<file path="src/rtl/core/polynomial_horner_evaluator_core_assert.svh">
// assertion macros for the polynomial horner evaluator core
// expects a clock named clk and an active-low reset named rst_n in scope
`ifndef POLYNOMIAL_HORNER_EVALUATOR_CORE_ASSERT_SVH
`define POLYNOMIAL_HORNER_EVALUATOR_CORE_ASSERT_SVH

// same-cycle implication
`define PHE_ASSERT_NOW(lbl, ante, cons, msg) \
    lbl: assert property (@(posedge clk) disable iff (!rst_n) (ante) |-> (cons)) \
        else $error(msg);

// next-cycle implication
`define PHE_ASSERT_NEXT(lbl, ante, cons, msg) \
    lbl: assert property (@(posedge clk) disable iff (!rst_n) (ante) |=> (cons)) \
        else $error(msg);

`endif

</file>
<file path="src/rtl/core/phe_pkg.sv">
// shared types, codes and saturation helpers for the polynomial evaluator
// no dependencies
package phe_pkg;

    localparam int DATA_W    = 32;
    localparam int TERM_W    = 36;
    localparam int DEG_W     = 3;
    localparam int CMD_W     = 2;
    localparam int REG_IDX_W = 3;

    localparam logic [CMD_W-1:0] CMD_VALUE  = 2'd0;
    localparam logic [CMD_W-1:0] CMD_DERIV  = 2'd1;
    localparam logic [CMD_W-1:0] CMD_POWERS = 2'd2;

    localparam logic [REG_IDX_W-1:0] REG_DEGREE    = 3'd0;
    localparam logic [REG_IDX_W-1:0] REG_COEF_BASE = 3'd1;

    localparam logic signed [DATA_W-1:0] Q_MAX = 32'sh7FFF_FFFF;
    localparam logic signed [DATA_W-1:0] Q_MIN = 32'sh8000_0000;

    typedef enum logic [2:0] {
        ST_IDLE,
        ST_LOAD,
        ST_MUL,
        ST_ADD,
        ST_EMIT
    } phe_state_t;

    typedef struct packed {
        logic load;
        logic mul;
        logic add;
    } mac_ctl_t;

    // value does not fit in 32 signed bits
    function automatic logic term_ovf(input logic signed [TERM_W-1:0] v);
        term_ovf = !((&v[TERM_W-1:DATA_W-1]) || !(|v[TERM_W-1:DATA_W-1]));
    endfunction

    function automatic logic signed [DATA_W-1:0] term_clamp(
        input logic signed [TERM_W-1:0] v
    );
        if (term_ovf(v))
        begin
            term_clamp = v[TERM_W-1] ? Q_MIN : Q_MAX;
        end
        else
        begin
            term_clamp = v[DATA_W-1:0];
        end
    endfunction

endpackage

</file>
<file path="src/rtl/core/polynomial_horner_evaluator_core.sv">
// polynomial evaluator top level: config registers, sequencer, output register
// depends on phe_pkg, phe_mac and polynomial_horner_evaluator_core_assert.svh
//
// input beat: s_axis_tuser carries the command (value, derivative, powers),
// s_axis_tdata the signed Q16.16 sample x. output beats carry the result and
// its power index in m_axis_tdata, the saturation flag in m_axis_tuser, and
// tlast on the final result of each input beat. a command of 3 is dropped.
// coefficients and degree are written through cfg_we/cfg_index/cfg_data.
// one input beat is worked on at a time; tready is low until its last result
// has been handed to the output register. every Horner step goes through
// the single shared multiplier as a multiply state and then a scale/add/clamp
// state. value takes one step per lower coefficient, derivative one per lower
// coefficient but c0, and powers one step per further power result.
// the next beat is taken in the cycle after the last result is registered.
// a stalled receiver holds the output register and the sequencer waits in
// its emit state. reset clears the degree to zero, every coefficient to 1.0
// and the output register to empty.
`include "polynomial_horner_evaluator_core_assert.svh"

module polynomial_horner_evaluator_core import phe_pkg::*; #(
    parameter int MAX_DEGREE = 6,
    parameter int FRAC_BITS  = 16
) (
    input  logic                 clk,
    input  logic                 rst_n,
    input  logic                 s_axis_tvalid,
    output logic                 s_axis_tready,
    input  logic [31:0]          s_axis_tdata,   // [31:0] x
    input  logic [1:0]           s_axis_tuser,   // [1:0] command
    output logic                 m_axis_tvalid,
    input  logic                 m_axis_tready,
    output logic [39:0]          m_axis_tdata,   // [31:0] result_value, [34:32] term_index
    output logic                 m_axis_tuser,   // [0] saturated
    output logic                 m_axis_tlast,
    input  logic                 cfg_we,
    input  logic [REG_IDX_W-1:0] cfg_index,
    input  logic [DATA_W-1:0]    cfg_data
);

    localparam int CIDX_W = $clog2(MAX_DEGREE + 1);
    localparam logic signed [DATA_W-1:0] ONE_Q = 32'sd1 <<< FRAC_BITS;

    phe_state_t state_reg, state_next;

    logic [DEG_W-1:0]         deg_reg;
    logic signed [DATA_W-1:0] coef_reg [0:MAX_DEGREE];

    logic [CMD_W-1:0]         cmd_reg;
    logic signed [DATA_W-1:0] x_reg;
    logic [DEG_W-1:0]         idx_reg, idx_next;

    logic                     out_valid_reg, out_valid_next;
    logic signed [DATA_W-1:0] out_value_reg;
    logic [DEG_W-1:0]         out_index_reg;
    logic                     out_last_reg;
    logic                     out_sat_reg;

    logic [DEG_W-1:0]         d_use;
    logic [DEG_W-1:0]         stop_idx;
    logic                     steps_done;
    logic                     is_last;
    logic [DEG_W-1:0]         rd_addr;
    logic signed [DATA_W-1:0] coef_rd;
    logic signed [TERM_W-1:0] coef_ext;
    logic signed [TERM_W-1:0] scaled;
    logic signed [TERM_W-1:0] term;
    logic signed [DATA_W-1:0] load_acc;
    logic                     load_sat;
    logic                     in_take;
    logic                     cmd_ok;
    logic                     slot_free;
    logic                     out_load;
    mac_ctl_t                 mac_ctl;
    logic signed [DATA_W-1:0] acc;
    logic                     acc_sat;

    // configuration registers
    always_ff @(posedge clk or negedge rst_n)
    begin
        if (!rst_n)
        begin
            deg_reg <= '0;
            for (int i = 0; i <= MAX_DEGREE; i++)
            begin
                coef_reg[i] <= ONE_Q;
            end
        end
        else if (cfg_we)
        begin
            if (cfg_index == REG_DEGREE)
            begin
                deg_reg <= cfg_data[DEG_W-1:0];
            end
            for (int i = 0; i <= MAX_DEGREE; i++)
            begin
                if (cfg_index == REG_COEF_BASE + REG_IDX_W'(i))
                begin
                    coef_reg[i] <= cfg_data;
                end
            end
        end
    end

    always_comb
    begin
        d_use      = (deg_reg > DEG_W'(MAX_DEGREE)) ? DEG_W'(MAX_DEGREE) : deg_reg;
        stop_idx   = (cmd_reg == CMD_DERIV) ? DEG_W'(1) : DEG_W'(0);
        steps_done = (idx_reg <= stop_idx);
        is_last    = (cmd_reg != CMD_POWERS) || (idx_reg == d_use);
        cmd_ok     = (s_axis_tuser == CMD_VALUE) || (s_axis_tuser == CMD_DERIV)
                     || (s_axis_tuser == CMD_POWERS);
        slot_free  = !out_valid_reg || m_axis_tready;
    end

    // one coefficient read port: top coefficient at load, next lower one per step
    always_comb
    begin
        rd_addr = (state_reg == ST_LOAD) ? idx_reg : idx_reg - DEG_W'(1);
        if (rd_addr <= DEG_W'(MAX_DEGREE))
        begin
            coef_rd = coef_reg[rd_addr[CIDX_W-1:0]];
        end
        else
        begin
            coef_rd = '0;
        end
        coef_ext = {{(TERM_W-DATA_W){coef_rd[DATA_W-1]}}, coef_rd};
        // i * c_i by shift-add, i is at most six
        scaled = (rd_addr[0] ? coef_ext : '0)
               + (rd_addr[1] ? (coef_ext <<< 1) : '0)
               + (rd_addr[2] ? (coef_ext <<< 2) : '0);
        case (cmd_reg)
            CMD_VALUE:  term = coef_ext;
            CMD_DERIV:  term = scaled;
            default:    term = '0;
        endcase
        if (cmd_reg == CMD_POWERS)
        begin
            load_acc = ONE_Q;
            load_sat = 1'b0;
        end
        else
        begin
            load_acc = term_clamp(term);
            load_sat = term_ovf(term);
        end
    end

    // next state
    always_comb
    begin
        state_next = state_reg;
        case (state_reg)
            ST_IDLE:
            begin
                if (s_axis_tvalid && cmd_ok)
                begin
                    state_next = ST_LOAD;
                end
            end
            ST_LOAD:
            begin
                if (cmd_reg == CMD_POWERS || steps_done)
                begin
                    state_next = ST_EMIT;
                end
                else
                begin
                    state_next = ST_MUL;
                end
            end
            ST_MUL:
            begin
                state_next = ST_ADD;
            end
            ST_ADD:
            begin
                if (cmd_reg == CMD_POWERS || steps_done)
                begin
                    state_next = ST_EMIT;
                end
                else
                begin
                    state_next = ST_MUL;
                end
            end
            ST_EMIT:
            begin
                if (slot_free)
                begin
                    state_next = is_last ? ST_IDLE : ST_MUL;
                end
            end
            default:
            begin
                state_next = ST_IDLE;
            end
        endcase
    end

    // outputs of the sequencer
    always_comb
    begin
        s_axis_tready = 1'b0;
        mac_ctl       = '0;
        out_load      = 1'b0;
        case (state_reg)
            ST_IDLE: s_axis_tready = 1'b1;
            ST_LOAD: mac_ctl.load  = 1'b1;
            ST_MUL:  mac_ctl.mul   = 1'b1;
            ST_ADD:  mac_ctl.add   = 1'b1;
            ST_EMIT: out_load      = slot_free;
            default: s_axis_tready = 1'b0;
        endcase
    end

    assign in_take = s_axis_tvalid && s_axis_tready;

    // coefficient index counts down for horner, power index counts up
    always_comb
    begin
        idx_next = idx_reg;
        if (in_take)
        begin
            idx_next = (s_axis_tuser == CMD_POWERS) ? DEG_W'(0) : d_use;
        end
        else if (mac_ctl.mul)
        begin
            idx_next = (cmd_reg == CMD_POWERS) ? idx_reg + DEG_W'(1)
                                               : idx_reg - DEG_W'(1);
        end
    end

    always_comb
    begin
        out_valid_next = out_valid_reg;
        if (out_load)
        begin
            out_valid_next = 1'b1;
        end
        else if (m_axis_tready)
        begin
            out_valid_next = 1'b0;
        end
    end

    always_ff @(posedge clk or negedge rst_n)
    begin
        if (!rst_n)
        begin
            state_reg     <= ST_IDLE;
            idx_reg       <= '0;
            out_valid_reg <= 1'b0;
        end
        else
        begin
            state_reg     <= state_next;
            idx_reg       <= idx_next;
            out_valid_reg <= out_valid_next;
        end
    end

    always_ff @(posedge clk)
    begin
        if (in_take)
        begin
            cmd_reg <= s_axis_tuser;
            x_reg   <= s_axis_tdata;
        end
        if (out_load)
        begin
            out_value_reg <= acc;
            out_index_reg <= (cmd_reg == CMD_POWERS) ? idx_reg : DEG_W'(0);
            out_last_reg  <= is_last;
            out_sat_reg   <= acc_sat;
        end
    end

    phe_mac #(
        .FRAC_BITS (FRAC_BITS)
    ) u_mac (
        .clk      (clk),
        .rst_n    (rst_n),
        .ctl      (mac_ctl),
        .x        (x_reg),
        .term     (term),
        .load_acc (load_acc),
        .load_sat (load_sat),
        .acc      (acc),
        .sat      (acc_sat)
    );

    assign m_axis_tvalid = out_valid_reg;
    assign m_axis_tdata  = {5'b0, out_index_reg, out_value_reg};
    assign m_axis_tuser  = out_sat_reg;
    assign m_axis_tlast  = out_last_reg;

    `PHE_ASSERT_NEXT(a_mul_then_add, state_reg == ST_MUL, state_reg == ST_ADD,
        "multiply not followed by add")
    `PHE_ASSERT_NOW(a_idx_in_range, state_reg != ST_IDLE, idx_reg <= d_use,
        "term index beyond degree in use")
    `PHE_ASSERT_NEXT(a_drop_bad_cmd, in_take && !cmd_ok, state_reg == ST_IDLE,
        "unknown command started a computation")
    `PHE_ASSERT_NEXT(a_last_frees_input, out_load && is_last, s_axis_tready,
        "input not released after last result")

endmodule

</file>
<file path="src/rtl/core/phe_mac.sv">
// shared multiply-accumulate unit: acc <= sat(sat(acc*x >> frac) + term)
// depends on phe_pkg
module phe_mac import phe_pkg::*; #(
    parameter int FRAC_BITS = 16
) (
    input  logic                     clk,
    input  logic                     rst_n,
    input  mac_ctl_t                 ctl,
    input  logic signed [DATA_W-1:0] x,
    input  logic signed [TERM_W-1:0] term,
    input  logic signed [DATA_W-1:0] load_acc,
    input  logic                     load_sat,
    output logic signed [DATA_W-1:0] acc,
    output logic                     sat
);

    logic signed [2*DATA_W-1:0] prod_reg;
    logic signed [TERM_W-1:0]   term_reg;
    logic signed [DATA_W-1:0]   acc_reg, acc_next;
    logic                       sat_reg, sat_next;

    logic signed [2*DATA_W-1:0] shr;
    logic                       m_ovf;
    logic signed [DATA_W-1:0]   m_val;
    logic signed [TERM_W-1:0]   sum;

    // arithmetic shift is floor rounding
    always_comb
    begin
        shr   = prod_reg >>> FRAC_BITS;
        m_ovf = !((&shr[2*DATA_W-1:DATA_W-1]) || !(|shr[2*DATA_W-1:DATA_W-1]));
        if (m_ovf)
        begin
            m_val = shr[2*DATA_W-1] ? Q_MIN : Q_MAX;
        end
        else
        begin
            m_val = shr[DATA_W-1:0];
        end
        sum = {{(TERM_W-DATA_W){m_val[DATA_W-1]}}, m_val} + term_reg;
    end

    always_comb
    begin
        acc_next = acc_reg;
        sat_next = sat_reg;
        if (ctl.load)
        begin
            acc_next = load_acc;
            sat_next = load_sat;
        end
        else if (ctl.add)
        begin
            acc_next = term_clamp(sum);
            sat_next = sat_reg | m_ovf | term_ovf(sum);
        end
    end

    always_ff @(posedge clk)
    begin
        if (ctl.mul)
        begin
            prod_reg <= acc_reg * x;
            term_reg <= term;
        end
    end

    always_ff @(posedge clk or negedge rst_n)
    begin
        if (!rst_n)
        begin
            acc_reg <= '0;
            sat_reg <= 1'b0;
        end
        else
        begin
            acc_reg <= acc_next;
            sat_reg <= sat_next;
        end
    end

    assign acc = acc_reg;
    assign sat = sat_reg;

endmodule

</file>
<file path="config.mk">
export PLATFORM = sky130hd
export DESIGN_NAME = polynomial_horner_evaluator_core
export DESIGN_NICKNAME = d
export VERILOG_FILES = /design/src/rtl/core/phe_pkg.sv /design/src/rtl/core/polynomial_horner_evaluator_core.sv /design/src/rtl/core/phe_mac.sv
export VERILOG_INCLUDE_DIRS = /design/src /design/src/rtl/core
export SDC_FILE = /design/constraint.sdc
export NUM_CORES = 2
export LEC_CHECK = 0
export BUFFER_PORTS_ARGS = -buffer_cell sky130_fd_sc_hd__buf_2
export CAP_MARGIN = 5
export CORE_MARGIN = 4
export CORE_UTILIZATION = 29
export CTS_CLUSTER_DIAMETER = 60
export CTS_CLUSTER_SIZE = 8
export DETAILED_ROUTE_END_ITERATION = 10
export PLACE_DENSITY_LB_ADDON = 0.3
export SLEW_MARGIN = 25
export SYNTH_ARGS = -nofsm -noshare
export SYNTH_HDL_FRONTEND = slang
export SYNTH_SLANG_ARGS = --single-unit
</file>
<file path="constraint.sdc">
create_clock -name clk -period 9.4 [get_ports clk]
set_clock_uncertainty 0.05 [all_clocks]
set_input_delay 0.47 -clock clk [delete_from_list [all_inputs] [get_ports clk]]
set_output_delay 0.47 -clock clk [all_outputs]
set_load 0.005 [all_outputs]
</file>
=== Word-level counts from Yosys, hierarchy flattened ===
Index checks and enable logic that the tools add are counted.

* $add $sub $neg: 5
* $mul: 1
* Magnitude comparators: 4
* Equal/unequal tests: 19
* Muxes and demuxes: 39
* Bitwise operators: 3
* Reduce and logical (&&, ||, !) cells: 40

{| class="wikitable"
|+ Operators with widths
! operator !! number
|-
| two-way mux 32 bit || 12
|-
| adder 36 bit || 3
|-
| two-way mux 36 bit || 3
|-
| binary-select mux 32 bit (select 3 bit) || 1
|-
| case mux 36 bit (2 select lines) || 1
|-
| multiplier 32 x 32 -> 64 bit || 1
|-
| two-way mux 3 bit || 9
|-
| AND reduction 2 bit || 9
|-
| AND reduction 17 bit || 1
|-
| OR reduction 17 bit || 1
|-
| == test 3 bit (second input constant) || 5
|-
| == test 3 x 2 -> 1 bit (second input constant) || 4
|-
| case mux 3 bit (4 select lines) || 1
|-
| two-way mux 1 bit || 11
|-
| AND reduction 5 bit || 2
|-
| OR reduction 5 bit || 2
|-
| logical OR 1 bit || 8
|-
| zero test 1 bit || 7
|-
| == test 3 x 1 -> 1 bit (second input constant) || 2
|-
| zero test 3 bit || 2
|-
| inequality test 2 bit (second input constant) || 3
|-
| nonzero test 2 bit || 3
|-
| == test 2 x 1 -> 1 bit (second input constant) || 2
|-
| == test 2 bit (second input constant) || 2
|-
| other kinds (13) || 16
|}

* Bits in registers: 438
* Input port bits: 74
* Output and inout port bits: 44
* Logic and storage cells: 132

=== Longest topological paths before layout ===
* Word-level depth: 17
* Gate-level depth with buffers: 29
* Mapped depth without buffers: 28

=== Modules after synthesis ===
From an unflattened synthesis, not the netlist that was laid out.

* Cell total of the unflattened synthesis: 5878
* Area total of the unflattened synthesis: 58857.7 µm²

{| class="wikitable"
|+ Modules (own cells, without submodules)
! module !! times used !! cells an instance !! area each (µm²) !! seq. area each (µm²)
|-
| phe_mac || 1 || 4446 || 42136.7 || 3348.2
|-
| polynomial_horner_evaluator_core || 1 || 1432 || 16721.0 || 7996.4
|}

=== Least setup slack after synthesis ===
OpenSTA, ideal clock, no wires.

* Path type: reg2reg
* From: register x_reg[2]
* To: register u_mac.prod_reg[63] (data pin)
* Library setup time: 0.260 ns
* Arrival: 7.859 ns
* Required time: 9.090 ns
* Setup slack: 1.231 ns
* Stages on the path, launching flop included: 25
* Buffers on the path: 1
* Cell sequence: edfxtp_1 -> clkbuf_1 -> nand2_1 -> inv_1 -> fa_1 -> fa_1 -> fa_1 -> fa_1 -> inv_1 -> fa_1 -> inv_1 -> fa_1 -> fa_1 -> fa_1 -> ha_1 -> nand3_1 -> or2_2 -> or4_1 -> a21oi_1 -> o21ai_1 -> a211oi_1 -> o31ai_1 -> nand2b_1 -> a21oi_1 -> xnor2_1

* Longest elaborated chain between the ends: 1

{| class="wikitable"
|+ Ends and longest elaborated chain
! item !! RTL line !! RTL
|-
| start: declaration || polynomial_horner_evaluator_core.sv:49 || <nowiki>logic signed [DATA_W-1:0] x_reg;</nowiki>
|-
| start signal: assignment || polynomial_horner_evaluator_core.sv:268 || <nowiki>x_reg <= s_axis_tdata;</nowiki>
|-
| multiplier 32 x 32 -> 64 bit || phe_mac.sv:63 || <nowiki>prod_reg <= acc_reg * x;</nowiki>
|-
| end signal: assignment || phe_mac.sv:63 ||
|-
| end: declaration || phe_mac.sv:17 || <nowiki>logic signed [2*DATA_W-1:0] prod_reg;</nowiki>
|}

Every way passes these cells.
A chain may end at the register's enable or synchronous reset.

=== Final worst setup path ===
* From: register x_reg[9]
* To: register u_mac.prod_reg[63] (data pin)

The elaborated chain is that of the path after synthesis.

==> impl_metrics.yaml <==
logic_synthesis:
  synth_most_common_cell: "fa_1"
  synth_edf_count: 155
  netlist_area_sq_mm: 0.0584
  synth_cell_type_count: 92
  synth_area_leaders: "fa_1 38%, dfrtp_1 11%, edfxtp_1 8.0%"
  yosysTopAreaCell: "fa_1"
  avgSynthCellArea_sq_um: 9.99
  ys_seq_area_frac: 0.194
  yosys_warnings: 0
  synth_top_area_frac: 0.382
  synthArstFlopShare: 0.633
  synth-seq-cells: 422
  synth-main-ff-cell: "dfrtp_1"
  synthesis.instances: 5848
  ys_top_cells_by_count: "1115 x fa_1, 1055 x inv_1, 778 x nand2_1, 524 x and2_1, 290 x clkbuf_1"
critical_path:
  crit_fanout: 25
  start_kind: "flip-flop"
  crit_arrival_ns: 9.27
  crit_top_cell: "fa_1"
  critPathRequiredTime_ns: 9.76
  critical-path-slowest-cell: "edfxtp_1"
  cp-end-kind: "flip-flop"
  max_stage_delay_ns: 0.99
  criticalPathCategory: "reg -> reg"
sta:
  min_period_ns: 8.91
  timing.fmax_ghz: 0.112
  rsz0062_at_grt: "no"
  hold_slack_ns: 0.0688
  tightest_slew_ns: 1.07
  slew_viol_final: 0
  tns_ns: 0
  fin_crit_sh: 0.948
  slew_headroom: 0.287
  setup_viol: 0
  finalHoldViolations: 0
clocking:
  cts_setup_buffers: 0
  cts.clk_slew.worst_paths_ns: 0.05
  cts_tree: "yes"
  clock-sinks: 422
  clockBufferDepth: 3
  cts_root_buf: "clkbuf_16"
  cts-resized-gates: 0
  cts-buffers-inserted: 76
  h-tree-depth: 3
  insertion_delay_ns: 0.68
cells_and_area:
  nNetsFinal: 7340
  syn2layout_area_growth_pct: 11.5
  final_area_sq_mm: 0.0651
  largest_register_ffs: 224
  drive_above_1_share: 0.118
  finalNonFillerCells: 8620
global_route:
  gr-usage-all-layers: 0.157
  grt_max_degree: 129
  grt-ovfl-total: 0
  grt_pass1_wl_microns: 258000
  antenna_found_initial: 20
  grt_pass1_vias: 44320
drt:
  vias_per_cell: 4.63
  first_pass_iters: 5
  postRouteAntennaNets: 0
  first_iter_violations: 2167
  post-route-drc-count: 0
  wl_per_cell_microns: 18.4
  num_vias: 39878
  finalWirelength_microns: 159000
placement:
  gp_congestion: 0.854
  io_buffers: 112
  placed_cells: 8442
  hpwlAfterDp_microns: 127000
  place_area_sq_mm: 0.0623
floorplan:
  die_w_microns: 457
  dieArea_sq_mm: 0.209
  chipHeight_microns: 457
  start_util: 0.292
  coreArea_sq_mm: 0.200
  core.rowCount: 164
  ios: 118
worst_hold_path:
  hp-class: "in -> reg"
outcome:
  run_status: "finished, final reports clean"
job:
  maxCapViolCount: 0
logic make-up (layout without fill, tap and decap cells):
family,Yosys count,in the layout,share of synthesized area
AO/OA/AOI/OAI,572,572,0.0624
XOR/XNOR,126,126,0.0191
adder cells (fa/ha/maj),1367,1367,0.436
buffers and inverters,1374,1476,0.0895
flip-flops,422,422,0.194
multiplexers,281,281,0.0551
other,1,15,0.0000642
AND/OR/NAND/NOR,1705,1705,0.143
metal layers:
| layer | wire length [microns] | GRT usage | up-vias |
|---|---|---|---|
| li1 | - | - | 18167 |
| met1 | 73200 | 0.218 | 20689 |
| met2 | 72800 | 0.251 | 802 |
| met3 | 8370 | 0.0288 | 212 |
| met4 | 4220 | 0.0439 | 8 |
| met5 | 55 | 0 | - |
cells in the final DEF (no fill, tap or decap), types with 111 or more instances in the layout:
cell type	netlist	routed
buf_2	13	111
edfxtp_1	155	155
ha_1	252	252
a21oi_1	172	172
inv_1	1055	1053
nand2_1	778	778
dfrtp_1	260	257
nor2_1	139	138
and2_1	524	524
fa_1	1115	1115
buf_4	7	132
mux2_2	232	232
final cells by class:
class | instances | area, sq um
clock inverters | 26 | 369
flip-flops and latches | 422 | 11300
clock buffers | 107 | 2080
inverters | 1057 | 3970
repair buffers | 286 | 2060
fillers | 20555 | 135000
diodes | 10 | 25.0
well taps | 2656 | 3320
multi-input cells | 4056 | 42000
worst paths after layout:
kind	from	end	slack, ns	depth (start not counted)
max in group asynchronous	rst_n	coef_reg[136]	7.48	4
setup reg to reg	x_reg[9]	u_mac.prod_reg[63]	0.49	28
min in group asynchronous	rst_n	coef_reg[122]	0.26	2
setup / recovery	x_reg[9]	u_mac.prod_reg[63]	0.49	28
hold / removal	cfg_data[10]	coef_reg[170]	0.07	2
hold reg to reg	coef_reg[138]	coef_reg[138]	0.45	1
worst max-delay path: cells and delay by family (launching register included):
kind | cells | cell delay (ns)
compound gates | 8 | 2.01
buf+inv | 7 | 0.37
xor+xnor | 1 | 0.08
flops | 1 | 0.99
simple gates | 3 | 0.80
fa+ha+maj | 9 | 4.29
metrics by stage:
step	setup slack, ns	util
after floorplan	1.23	-
after global routing	0.0515	0.325
final	0.489	0.326
after CTS	0.506	0.325
after global placement	0.541	0.311
after detailed placement	0.576	0.311
timing repair:
item	in CTS	in global routing
endpoints found under the hold margin	152	0
hold buffers	34	0
setup endpoints to repair	0	0
Power is not shown: default switching activity piles up to over one toggle a cycle in this logic, so the estimate is an artifact.
